### config.mk
export PLATFORM = sky130hd
export DESIGN_NAME = binary_map_corner_detector_flat
export DESIGN_NICKNAME = d
export VERILOG_FILES = /design/src/hdl/bmcd_pkg.sv /design/src/hdl/bmcd_pixel_if.sv /design/src/hdl/bmcd_corner_if.sv /design/src/hdl/bmcd_cfg.sv /design/src/hdl/bmcd_line_ram.sv /design/src/hdl/bmcd_window.sv /design/src/hdl/bmcd_out_fifo.sv /design/src/hdl/binary_map_corner_detector.sv /design/src/flat_wrapper.sv
export SDC_FILE = /design/constraint.sdc
export NUM_CORES = 2
export LEC_CHECK = 0
export ABC_CLOCK_PERIOD_IN_PS = 21000
export BUFFER_PORTS_ARGS = -buffer_cell sky130_fd_sc_hd__buf_2
export CORE_MARGIN = 2
export CORE_UTILIZATION = 45
export DETAILED_ROUTE_END_ITERATION = 16
export PLACE_DENSITY_LB_ADDON = 0.3
export SLEW_MARGIN = 15
export SYNTH_ARGS = -nofsm -noshare
export SYNTH_HDL_FRONTEND = slang
export SYNTH_HIERARCHICAL = 1
export SYNTH_SLANG_ARGS = --single-unit
export TNS_END_PERCENT = 100
### constraint.sdc
create_clock -name clk -period 21 [get_ports clk]
set_input_delay 4.2 -clock clk [delete_from_list [all_inputs] [get_ports clk]]
set_output_delay 4.2 -clock clk [all_outputs]
set_load 0.05 [all_outputs]
### src/hdl/bmcd_pkg.sv
package bmcd_pkg;

    localparam int MAX_WIDTH  = 1024;
    localparam int MAX_HEIGHT = 1024;

    localparam int COL_W   = $clog2(MAX_WIDTH);
    localparam int ROW_W   = $clog2(MAX_HEIGHT);
    localparam int SIZE_W  = 11;
    localparam int PIX_W   = 8;
    localparam int COORD_W = 10;
    localparam int APB_AW  = 3;
    localparam int APB_DW  = 32;
    localparam int SUM_W   = 5;

    localparam logic [SIZE_W-1:0] FRAME_WIDTH_RESET  = SIZE_W'(640);
    localparam logic [SIZE_W-1:0] FRAME_HEIGHT_RESET = SIZE_W'(480);

    // window weights: top-left, top-right, bottom-left, bottom-right
    localparam logic [SUM_W-1:0] WEIGHT_TL = SUM_W'(1);
    localparam logic [SUM_W-1:0] WEIGHT_TR = SUM_W'(3);
    localparam logic [SUM_W-1:0] WEIGHT_BL = SUM_W'(5);
    localparam logic [SUM_W-1:0] WEIGHT_BR = SUM_W'(7);

    typedef enum logic [0:0] {
        REG_FRAME_WIDTH  = 1'b0,
        REG_FRAME_HEIGHT = 1'b1
    } reg_idx_t;

    // pixel handed from the line-store read stage to the window stage
    typedef struct packed {
        logic [COL_W-1:0] x;
        logic [ROW_W-1:0] y;
        logic             cur;
    } win_req_t;

    typedef struct packed {
        logic [COORD_W-1:0] corner_x;
        logic [COORD_W-1:0] corner_y;
    } corner_t;

    function automatic logic [COL_W:0] clamp_width(input logic [SIZE_W-1:0] v);
        logic [COL_W:0] r;
        if (int'(v) < 2)
            r = (COL_W+1)'(2);
        else if (int'(v) > MAX_WIDTH)
            r = (COL_W+1)'(MAX_WIDTH);
        else
            r = (COL_W+1)'(v);
        return r;
    endfunction

    function automatic logic [ROW_W:0] clamp_height(input logic [SIZE_W-1:0] v);
        logic [ROW_W:0] r;
        if (int'(v) < 2)
            r = (ROW_W+1)'(2);
        else if (int'(v) > MAX_HEIGHT)
            r = (ROW_W+1)'(MAX_HEIGHT);
        else
            r = (ROW_W+1)'(v);
        return r;
    endfunction

endpackage

### src/hdl/bmcd_pixel_if.sv
interface bmcd_pixel_if;
    logic                      valid;
    logic                      ready;
    logic [bmcd_pkg::PIX_W-1:0] pixel_value;

    modport source (output valid, output pixel_value, input ready);
    modport sink   (input valid, input pixel_value, output ready);
endinterface

### src/hdl/bmcd_corner_if.sv
interface bmcd_corner_if;
    logic                        valid;
    logic                        ready;
    logic [bmcd_pkg::COORD_W-1:0] corner_x;
    logic [bmcd_pkg::COORD_W-1:0] corner_y;

    modport source (output valid, output corner_x, output corner_y, input ready);
    modport sink   (input valid, input corner_x, input corner_y, output ready);
endinterface

### src/hdl/bmcd_cfg.sv
module bmcd_cfg (
    input  logic                          clk,
    input  logic                          rst_n,
    input  logic                          psel,
    input  logic                          penable,
    input  logic                          pwrite,
    input  logic [bmcd_pkg::APB_AW-1:0]   paddr,
    input  logic [bmcd_pkg::APB_DW-1:0]   pwdata,
    output logic [bmcd_pkg::APB_DW-1:0]   prdata,
    output logic                          pready,
    output logic [bmcd_pkg::COL_W:0]      width_eff,
    output logic [bmcd_pkg::ROW_W:0]      height_eff
);

    logic [bmcd_pkg::SIZE_W-1:0] frame_width_reg;
    logic [bmcd_pkg::SIZE_W-1:0] frame_height_reg;
    bmcd_pkg::reg_idx_t          reg_idx;
    logic                        wr_en;

    assign reg_idx = bmcd_pkg::reg_idx_t'(paddr[2]);
    assign wr_en   = psel && penable && pwrite;
    assign pready  = 1'b1;

    always_ff @(posedge clk or negedge rst_n)
    begin
        if (!rst_n)
        begin
            frame_width_reg  <= bmcd_pkg::FRAME_WIDTH_RESET;
            frame_height_reg <= bmcd_pkg::FRAME_HEIGHT_RESET;
        end
        else if (wr_en)
        begin
            unique case (reg_idx)
                bmcd_pkg::REG_FRAME_WIDTH:
                    frame_width_reg  <= pwdata[bmcd_pkg::SIZE_W-1:0];
                bmcd_pkg::REG_FRAME_HEIGHT:
                    frame_height_reg <= pwdata[bmcd_pkg::SIZE_W-1:0];
                default:
                    frame_width_reg  <= frame_width_reg;
            endcase
        end
    end

    always_comb
    begin
        unique case (reg_idx)
            bmcd_pkg::REG_FRAME_WIDTH:  prdata = bmcd_pkg::APB_DW'(frame_width_reg);
            bmcd_pkg::REG_FRAME_HEIGHT: prdata = bmcd_pkg::APB_DW'(frame_height_reg);
            default:                    prdata = '0;
        endcase
    end

    assign width_eff  = bmcd_pkg::clamp_width(frame_width_reg);
    assign height_eff = bmcd_pkg::clamp_height(frame_height_reg);

endmodule

### src/hdl/bmcd_line_ram.sv
module bmcd_line_ram (
    input  logic                       clk,
    input  logic                       rd_en,
    input  logic [bmcd_pkg::COL_W-1:0] rd_addr,
    output logic                       rd_data,
    input  logic                       wr_en,
    input  logic [bmcd_pkg::COL_W-1:0] wr_addr,
    input  logic                       wr_data
);

    logic mem [bmcd_pkg::MAX_WIDTH];
    logic rd_data_reg;

    always_ff @(posedge clk)
    begin
        if (wr_en)
            mem[wr_addr] <= wr_data;
        if (rd_en)
            rd_data_reg <= mem[rd_addr];
    end

    assign rd_data = rd_data_reg;

endmodule

### src/hdl/bmcd_window.sv
module bmcd_window (
    input  logic               clk,
    input  logic               rst_n,
    input  logic               req_valid,
    input  bmcd_pkg::win_req_t req,
    input  logic               above,
    output logic               hit,
    output bmcd_pkg::corner_t  corner
);

    logic                        left_reg;
    logic                        above_left_reg;
    logic [bmcd_pkg::SUM_W-1:0]  sum;
    logic                        full_window;
    logic [bmcd_pkg::COL_W-1:0]  cx;
    logic [bmcd_pkg::ROW_W-1:0]  cy;
    logic                        sel_hit;

    always_ff @(posedge clk or negedge rst_n)
    begin
        if (!rst_n)
        begin
            left_reg       <= 1'b0;
            above_left_reg <= 1'b0;
        end
        else if (req_valid)
        begin
            left_reg       <= req.cur;
            above_left_reg <= above;
        end
    end

    assign full_window = (req.x != '0) && (req.y != '0);

    always_comb
    begin
        sum = (above_left_reg ? bmcd_pkg::WEIGHT_TL : '0)
            + (above          ? bmcd_pkg::WEIGHT_TR : '0)
            + (left_reg       ? bmcd_pkg::WEIGHT_BL : '0)
            + (req.cur        ? bmcd_pkg::WEIGHT_BR : '0);
    end

    // lone obstacle: corner is the free pixel diagonally across the window
    always_comb
    begin
        sel_hit = 1'b1;
        cx      = req.x;
        cy      = req.y;
        unique case (sum)
            bmcd_pkg::WEIGHT_TL:
            begin
                cx = req.x;
                cy = req.y;
            end
            bmcd_pkg::WEIGHT_TR:
            begin
                cx = req.x - 1'b1;
                cy = req.y;
            end
            bmcd_pkg::WEIGHT_BL:
            begin
                cx = req.x;
                cy = req.y - 1'b1;
            end
            bmcd_pkg::WEIGHT_BR:
            begin
                cx = req.x - 1'b1;
                cy = req.y - 1'b1;
            end
            default:
                sel_hit = 1'b0;
        endcase
    end

    assign hit             = req_valid && full_window && sel_hit;
    assign corner.corner_x = bmcd_pkg::COORD_W'(cx);
    assign corner.corner_y = bmcd_pkg::COORD_W'(cy);

endmodule

### src/hdl/bmcd_out_fifo.sv
module bmcd_out_fifo (
    input  logic              clk,
    input  logic              rst_n,
    input  logic              push,
    input  bmcd_pkg::corner_t push_data,
    output logic              out_valid,
    input  logic              out_ready,
    output bmcd_pkg::corner_t out_data,
    output logic [1:0]        count
);

    bmcd_pkg::corner_t entry_reg [2];
    logic              wr_ptr_reg;
    logic              rd_ptr_reg;
    logic [1:0]        count_reg;
    logic [1:0]        count_next;
    logic              pop;

    assign out_valid  = (count_reg != 2'd0);
    assign pop        = out_valid && out_ready;
    assign out_data   = entry_reg[rd_ptr_reg];
    assign count      = count_reg;
    assign count_next = count_reg + 2'(push) - 2'(pop);

    always_ff @(posedge clk or negedge rst_n)
    begin
        if (!rst_n)
        begin
            wr_ptr_reg <= 1'b0;
            rd_ptr_reg <= 1'b0;
            count_reg  <= 2'd0;
        end
        else
        begin
            if (push)
                wr_ptr_reg <= !wr_ptr_reg;
            if (pop)
                rd_ptr_reg <= !rd_ptr_reg;
            count_reg <= count_next;
        end
    end

    always_ff @(posedge clk)
    begin
        if (push)
            entry_reg[wr_ptr_reg] <= push_data;
    end

endmodule

### src/hdl/binary_map_corner_detector.sv
// An accepted pixel is registered into the window stage; its corner into the queue.
// Throughput: one pixel per cycle unless corners back up; the line store does one
//   read and one write per cycle: the read for pixel N+1 with pixel N's write-back.
// A two-entry result queue lets input continue while a corner waits.
// Reset (rst_n low, asynchronous): position, window bits and queue clear, sizes
//   return to 640 x 480; line store contents are not cleared.
module binary_map_corner_detector (
    input  logic                          clk,
    input  logic                          rst_n,
    input  logic                          psel,
    input  logic                          penable,
    input  logic                          pwrite,
    input  logic [bmcd_pkg::APB_AW-1:0]   paddr,
    input  logic [bmcd_pkg::APB_DW-1:0]   pwdata,
    output logic [bmcd_pkg::APB_DW-1:0]   prdata,
    output logic                          pready,
    bmcd_pixel_if.sink                    pixel_in,
    bmcd_corner_if.source                 corner_out
);

    logic [bmcd_pkg::COL_W:0]   width_eff;
    logic [bmcd_pkg::ROW_W:0]   height_eff;
    logic [bmcd_pkg::COL_W-1:0] col_reg;
    logic [bmcd_pkg::COL_W-1:0] col_next;
    logic [bmcd_pkg::ROW_W-1:0] row_reg;
    logic [bmcd_pkg::ROW_W-1:0] row_next;
    logic                       s1_valid_reg;
    bmcd_pkg::win_req_t         s1_req_reg;
    logic                       above;
    logic                       hit;
    bmcd_pkg::corner_t          corner;
    bmcd_pkg::corner_t          out_data;
    logic [1:0]                 fifo_count;
    logic                       pop;
    logic [2:0]                 occupancy;
    logic                       accept;
    logic                       cur;

    bmcd_cfg u_cfg (
        .clk        (clk),
        .rst_n      (rst_n),
        .psel       (psel),
        .penable    (penable),
        .pwrite     (pwrite),
        .paddr      (paddr),
        .pwdata     (pwdata),
        .prdata     (prdata),
        .pready     (pready),
        .width_eff  (width_eff),
        .height_eff (height_eff)
    );

    // results still owed after this edge; keep room so the window stage never stalls
    assign pop       = corner_out.valid && corner_out.ready;
    assign occupancy = 3'(fifo_count) + 3'(s1_valid_reg) - 3'(pop);
    assign pixel_in.ready = (occupancy <= 3'd1);
    assign accept    = pixel_in.valid && pixel_in.ready;
    assign cur       = (pixel_in.pixel_value == '0);

    always_comb
    begin
        col_next = col_reg;
        row_next = row_reg;
        if ((bmcd_pkg::COL_W+1)'(col_reg) + 1'b1 >= width_eff)
        begin
            col_next = '0;
            if ((bmcd_pkg::ROW_W+1)'(row_reg) + 1'b1 >= height_eff)
                row_next = '0;
            else
                row_next = row_reg + 1'b1;
        end
        else
        begin
            col_next = col_reg + 1'b1;
        end
    end

    always_ff @(posedge clk or negedge rst_n)
    begin
        if (!rst_n)
        begin
            col_reg      <= '0;
            row_reg      <= '0;
            s1_valid_reg <= 1'b0;
        end
        else
        begin
            s1_valid_reg <= accept;
            if (accept)
            begin
                col_reg <= col_next;
                row_reg <= row_next;
            end
        end
    end

    always_ff @(posedge clk)
    begin
        if (accept)
        begin
            s1_req_reg.x   <= col_reg;
            s1_req_reg.y   <= row_reg;
            s1_req_reg.cur <= cur;
        end
    end

    // consecutive pixels never share a column, so read and write-back never collide
    bmcd_line_ram u_line_ram (
        .clk     (clk),
        .rd_en   (accept),
        .rd_addr (col_reg),
        .rd_data (above),
        .wr_en   (s1_valid_reg),
        .wr_addr (s1_req_reg.x),
        .wr_data (s1_req_reg.cur)
    );

    bmcd_window u_window (
        .clk       (clk),
        .rst_n     (rst_n),
        .req_valid (s1_valid_reg),
        .req       (s1_req_reg),
        .above     (above),
        .hit       (hit),
        .corner    (corner)
    );

    bmcd_out_fifo u_out_fifo (
        .clk       (clk),
        .rst_n     (rst_n),
        .push      (hit),
        .push_data (corner),
        .out_valid (corner_out.valid),
        .out_ready (corner_out.ready),
        .out_data  (out_data),
        .count     (fifo_count)
    );

    assign corner_out.corner_x = out_data.corner_x;
    assign corner_out.corner_y = out_data.corner_y;

endmodule

### src/flat_wrapper.sv
// flat-port wrapper written by rule: the top's interface ports become plain ports
module binary_map_corner_detector_flat 
  (clk, rst_n, psel, penable, pwrite, paddr, pwdata, prdata, pready, pixel_in_valid, pixel_in_pixel_value, pixel_in_ready, corner_out_valid, corner_out_corner_x, corner_out_corner_y, corner_out_ready);
  bmcd_pixel_if pixel_in_i ();
  bmcd_corner_if corner_out_i ();
  input  logic clk;
  input  logic rst_n;
  input  logic psel;
  input  logic penable;
  input  logic pwrite;
  input  logic [bmcd_pkg::APB_AW-1:0] paddr;
  input  logic [bmcd_pkg::APB_DW-1:0] pwdata;
  output logic [bmcd_pkg::APB_DW-1:0] prdata;
  output logic pready;
  input wire logic [$bits(pixel_in_i.valid)-1:0] pixel_in_valid;
  input wire logic [$bits(pixel_in_i.pixel_value)-1:0] pixel_in_pixel_value;
  output wire logic [$bits(pixel_in_i.ready)-1:0] pixel_in_ready;
  output wire logic [$bits(corner_out_i.valid)-1:0] corner_out_valid;
  output wire logic [$bits(corner_out_i.corner_x)-1:0] corner_out_corner_x;
  output wire logic [$bits(corner_out_i.corner_y)-1:0] corner_out_corner_y;
  input wire logic [$bits(corner_out_i.ready)-1:0] corner_out_ready;
  assign pixel_in_i.valid = pixel_in_valid;
  assign pixel_in_i.pixel_value = pixel_in_pixel_value;
  assign pixel_in_ready = pixel_in_i.ready;
  assign corner_out_valid = corner_out_i.valid;
  assign corner_out_corner_x = corner_out_i.corner_x;
  assign corner_out_corner_y = corner_out_i.corner_y;
  assign corner_out_i.ready = corner_out_ready;
  binary_map_corner_detector u_core (.clk(clk), .rst_n(rst_n), .psel(psel), .penable(penable), .pwrite(pwrite), .paddr(paddr), .pwdata(pwdata), .prdata(prdata), .pready(pready), .pixel_in(pixel_in_i), .corner_out(corner_out_i));
endmodule
# Yosys cells after proc, flatten, opt, wreduce, memory -nomap -nowiden
# Memory sizes are Yosys's and may differ from the RTL's. A register that Yosys moved wholly into a read port is not among the register bits.
# Cells that the tools add are included.
totals:
  regBits: 70
  mem_bits_rw: 1064
  wordCells: 77
  memories: 2
memory_table:
  columns: ["name", "words", "word_bits", "read_ports", "rd_clocked_by_memory_dff", "wr", "line", "text"]
  rows:
  - ["u_core.u_line_ram.mem", 1024, 1, 1, 1, 1, "bmcd_line_ram.sv:11", "logic mem [bmcd_pkg::MAX_WIDTH];"]
  - ["u_core.u_out_fifo.entry_reg", 2, 20, 1, 0, 1, "bmcd_out_fifo.sv:12", "bmcd_pkg::corner_t entry_reg [2];"]
classes:
  add_sub_neg: 13
  n_lt_le_gt_ge: 7
  n_eq_ne: 4
  muxes: 18
  n_bitwise: 1
  reduce_logical: 19
op_table:
  columns: ["op", "count"]
  rows:
  - ["one-hot mux 32 bit (2 select lines)", 1]
  - ["2-to-1 mux 11 bit", 4]
  - ["2-to-1 mux 10 bit", 4]
  - ["adder 10 x 1 -> 11 bit, second input constant", 2]
  - ["greater-or-equal comparator 11 bit", 2]
  - ["> comparator 11 bit, second input constant", 2]
  - ["less-than comparator 11 x 2 -> 1 bit, second input constant", 2]
  - ["adder 10 x 1 -> 10 bit, second input constant", 2]
  - ["nonzero test 10 bit", 2]
  - ["subtractor 10 x 1 -> 10 bit, second input constant", 2]
  - ["== test 5 x 3 -> 1 bit, second input constant", 2]
  - ["logical NOT 8 bit", 1]
  - ["logical AND 1 bit", 7]
  - ["2-to-1 mux 1 bit", 6]
  - ["2-to-1 mux 3 bit", 2]
  - ["AND reduction 2 bit", 3]
  - ["adder 4 x 3 -> 5 bit", 1]
  - ["== test 5 x 1 -> 1 bit, second input constant", 1]
  - ["== test 5 x 2 -> 1 bit, second input constant", 1]
  - ["adder 3 x 3 -> 4 bit", 1]
  - ["OR reduction 2 bit", 2]
  - ["OR reduction 4 bit", 1]
  - ["adder 1 x 2 -> 3 bit", 1]
  - ["adder 2 x 1 -> 3 bit", 1]
  - ["other kinds (8)", 9]

# Logic depth before layout (Yosys ltp)
depth:
  ltp_word: 10
  mapped_depth: 15
  mapped_depth_nobuf: 13

# By module
# Netlist, hierarchy kept.
by_module_without_submodules:
  columns: ["mod", "n_inst", "cells_each", "area_per_inst_um2"]
  rows:
  - ["bmcd_line_ram", 1, 3112, 44666.6]
  - ["binary_map_corner_detector", 1, 235, 2461.1]
  - ["bmcd_out_fifo", 1, 78, 1714.1]
  - ["bmcd_cfg", 1, 119, 1430.1]
  - ["bmcd_window", 1, 99, 804.5]

# Worst setup path before layout
# OpenSTA, ideal clock, no wires.
synth_path:
  path_type: "register to register"
  from: "reg u_core/s1_req_reg[0] (netlist name)"
  to: "mem u_core/u_out_fifo/entry_reg[0][0] (netlist name) (enable)"
  arrival_time_ps: 16420
  required_time_ps: 20601
  path_slack_ps: 4181
  path_stages_with_launch: 9
  n_path_buf: 0
  period_less_slack_ps: 16819
  cell_sequence: "edfxtp_1 fa_1 ha_1 inv_1 fa_1 and2_1 a31oi_1 nor4_1 nor2b_1"
synth_between:
  elab_chain_len: 8
  elab_cells_between_ends: 11
synth_lines:
  columns: ["element", "line", "text"]
  rows:
  - ["start: declaration", "binary_map_corner_detector.sv:28", "bmcd_pkg::win_req_t s1_req_reg;"]
  - ["2-to-1 mux 3 bit *", "bmcd_window.sv:40", "+ (req.cur ? bmcd_pkg::WEIGHT_BR : '0);"]
  - ["adder 4 x 3 -> 5 bit *", "bmcd_window.sv:40", null]
  - ["== test 5 x 3 -> 1 bit, or another cell as far along", "bmcd_window.sv:49", "unique case (sum)"]
  - ["OR reduction 4 bit (no source line) *", null, null]
  - ["2-to-1 mux 1 bit *", "bmcd_window.sv:49", null]
  - ["logical AND 1 bit *", "bmcd_window.sv:75", "assign hit = req_valid && full_window && sel_hit;"]
  - ["named net u_core.hit", "binary_map_corner_detector.sv:30", "logic hit;"]
  - ["2-to-1 mux 1 bit *", "bmcd_out_fifo.sv:45", "if (push)"]
  - ["2-to-1 mux 1 bit (not written as such) *", "bmcd_out_fifo.sv:46", "entry_reg[wr_ptr_reg] <= push_data;"]
  - ["end: declaration", "bmcd_out_fifo.sv:12", null]
# The timed path passes the listed nets; every way through them passes the cells marked *.

# Final worst setup path
layout_path:
  from: "in corner_out_ready"
  to: "out pixel_in_ready"
layout_between:
  elab_chain_len: 3
layout_lines:
  columns: ["element", "line", "text"]
  rows:
  - ["start: declaration", "flat_wrapper.sv:21", "input wire logic [$bits(corner_out_i.ready)-1:0] corner_out_ready;"]
  - ["logical AND 1 bit", "binary_map_corner_detector.sv:54", "assign pop = corner_out.valid && corner_out.ready;"]
  - ["subtractor 3 x 1 -> 3 bit", "binary_map_corner_detector.sv:55", "assign occupancy = 3'(fifo_count) + 3'(s1_valid_reg) - 3'(pop);"]
  - ["less-or-equal comparator 3 x 1 -> 1 bit", "binary_map_corner_detector.sv:56", "assign pixel_in.ready = (occupancy <= 3'd1);"]
  - ["end: declaration", "flat_wrapper.sv:17", "output wire logic [$bits(pixel_in_i.ready)-1:0] pixel_in_ready;"]
# Every way passes these cells.

==> summary.md <==
| Metric | Value |
|---|---|
| Die H | 341 um |
| Final setup fails | 0 |
| Leading cell types in the layout, fill and taps excluded | edfxtp_1 (1,086), nor2_1 (1,050), mux4_2 (200) |
| Number of flip-flops under the largest register name | 1,024 |
| Ports | 105 |
| Most common cell after layout, fill and taps aside | edfxtp_1 |
| Vias post-DR | 30,800 |
| Cts repair resizes | 0 |
| Global routing met1 resource utilization | 32.0% |
| Synth area leaders | edfxtp_1 (64%), mux4_2 (8.8%), nor2_1 (7.7%), mux2i_1 (2.4%), dfrtp_1 (2.1%) |
| Global Route Usage Sum | 22.5% |
| Post-synth top area share | 63.8% |
| Post-route setup slack | 10.96 ns |
| RePlAce Congestion | 0.787 |
| Peak VDD IR | 0.000139 V |
| Area Growth Syn to Fin | 9.39% |
| Largest family of logic cells by synthesized area | multiplexers |
| CP arrival | 5.84 ns |
| Synth warn | 6 |
| # DRC | 0 |
| Final hold vios | 0 |
| Routed WL | 132 mm |
| TritonRoute pass-1 iters | 5 |
| Row count | 123 |
| Crit end category | output pin |
| WP data required | 16.80 ns |
| Clock Latency Late Sink | 0.70 ns |
| Crit-path max cell delay | 0.37 ns |
| Number of synthesized flops with an enable pin | 1,086 |
| Layout Skew | 0.0227 ns |
| Power Dens Cells | 120 nW/um2 |
| Largest net degree at the start of global routing | 270 |
| Average via count per standard cell | 5.96 |
| Worst hold start | u_core/u_out_fifo/rd_ptr_reg |
| Cell taking the most area after synthesis | edfxtp_1 |
| Die area | 116,000 um2 |
| Tmin final | 10.04 ns |
| Layout cells sized above 1 | 16.4% |
| Worst Path Max Fanout | 2 |
| Core Region | 112,000 um2 |
| Clk buf depth | 3 |
| Met3 Use GR | 3.71% |
| Synth Instances | 3,643 |
| Synth Area in XOR/XNOR | 0.686% |
| MaxCap Viol Count | 0 |
| Slew headroom | 13.0% |
| Period utilisation layout | 47.8% |
| Clk slew on worst S/H paths | 0.06 ns |
| Max Clk Rate | 0.0996 GHz |
| WHS | 0.470 ns |
| Mux contribution to synthesized area | 13.5% |
| Syn avg cell area | 14.0 um2 |
| Status | complete, no violations |
| Post-Synth Adder-Cell Area | 1.01% |
| Initial Util | 45.4% |
| Distinct cells, synth | 78 |
| Met2 global-route usage | 36.2% |
| CTS Root Cell | clkbuf_16 |
| Slowest CP cell | fa_1 |
| GR Overflow Total | 0 |
| CTS tree | done |
| Pleak | 17.2 nW |
| 1st-iter DRT viols | 4,278 |
| Detail Placement HPWL | 69.1 mm |
| Simple-Gate Fraction of Synth Area | 11.3% |
| Nets@finish | 3,659 |
| Seq/Total Area, Yosys | 66.3% |
| Gr busiest metal | met2 |
| RSZ-0062 raised after global routing | false |
| Diode count | 0 |
| Number of global-route vias before repair | 29,800 |
| Post-CTS Hold Buffers | 0 |
| Clk sink count | 1,135 |
| DIE WIDTH | 341 um |
| Synth Area in Compound Gates | 3.55% |
| Number of routed nets with antenna violations | 0 |
| Post-CTS setup buffer count | 0 |
| Worst r2r src | u_core/col_reg[0] |
| Cell Chain, Critical Path | buf_2 > and2_1 > ha_1 > inv_1 > ha_1 > fa_1 > xnor2_1 > nor2_1 > buf_2 |
| Hold Path Class | reg -> reg |
| Pre-CTS WS | 10.96 ns |
| Wire per inst | 25.5 um |
| CP Launch Point | corner_out_ready |
| First-pass GRT wire length | 194 mm |
| # fillers | 9,554 |
| IO buf count | 59 |
| Final Power | 6.71 mW |
| WS Path Type | in -> out |
| Worst-Margin Slew | 1.27 ns |
| CP Launch Type | input port |
| Num CTS Buffers | 115 |
| #FFs+latches synth | 1,135 |
| Ys flop type | edfxtp_1 |
| Pins Over Slew Limit | 0 |
| Post-Route Setup TNS | 0 ns |
| Cell area after synthesis | 51,100 um2 |
| Initial antenna violation count | 4 |
| Ys async rst share | 4.32% |
| H-tree levels | 3 |
final timing paths:
| path | endpoint | slack [ns] | depth (start not counted) |
|---|---|---|---|
| hold reg to reg | u_core/u_out_fifo/rd_ptr_reg | 0.47 | 1 |
| setup / recovery | pixel_in_ready | 10.96 | 9 |
| min in group asynchronous | u_core/u_cfg/frame_width_reg[8] | 3.62 | 2 |
| max in group asynchronous | u_core/col_reg[0] | 16.86 | 2 |
| hold / removal | u_core/u_out_fifo/rd_ptr_reg | 0.47 | 1 |
| setup reg to reg | u_core/u_line_ram/rd_data | 15.28 | 10 |
power by group:
| group | internal (mW) | total (mW) | switching [mW] | leakage (nW) |
|---|---|---|---|---|
| Clock | 1.07 | 1.92 | 0.846 | 1.69 |
| Combinational | 0.696 | 1.88 | 1.19 | 5.22 |
| Sequential | 2.78 | 2.90 | 0.119 | 10.3 |
cells by family (layout without fill, tap and decap cells):
| family | Yosys count | after routing |
|---|---|---|
| AND/OR/NAND/NOR | 1394 | 1394 |
| flip-flops | 1135 | 1135 |
| multiplexers | 396 | 396 |
| buffers and inverters | 384 | 385 |
| AO/OA/AOI/OAI | 253 | 253 |
| XOR/XNOR | 40 | 40 |
| adder cells (fa/ha/maj) | 39 | 39 |
| other | 2 | 22 |
cell usage after synthesis, types with 35 or more instances:
cell,n
nand2_1,117
o221ai_1,49
ha_1,35
nor3_1,43
clkbuf_1,189
mux2_4,39
mux4_2,200
buf_1,59
edfxtp_1,1086
a21oi_1,48
mux2i_1,125
nand3_1,51
buf_4,35
o21ai_0,39
dfrtp_1,43
inv_1,42
nor2_1,1050
through the flow:
stage	area (um2)	utilization [%]	std cells
3_5_place_dp	52400	46.6	4953
6_report	55900	49.7	5164
4_1_cts	55800	49.6	5164
2_1_floorplan	51200	-	3663
5_1_grt	55900	49.7	5164
3_3_place_gp	52400	46.6	4953
worst max-delay path, delay by kind of cell:
family,cells,cell delay (ns)
xor+xnor,1,0.13
fa+ha+maj,3,0.82
simple gates,2,0.26
buf+inv,3,0.42
cell type report:
class                   count  area (um2)  area share [%]
repair buffers            129         900            1.61
multi-input cells        2144       15600            27.9
clock buffers             143        3030            5.41
flip-flops and latches   1135       33900            60.6
inverters                  45         169           0.302
clock inverters            68         437           0.782
well taps                1500        1880            3.36
layer usage:
metal	part of all wire (%)	wire, um
met2	48	62700
met1	41	54200
met4	2.5	3300
met5	0.0068	9
met3	8.9	11700
Note: power is estimated with default switching activity, not from simulation.
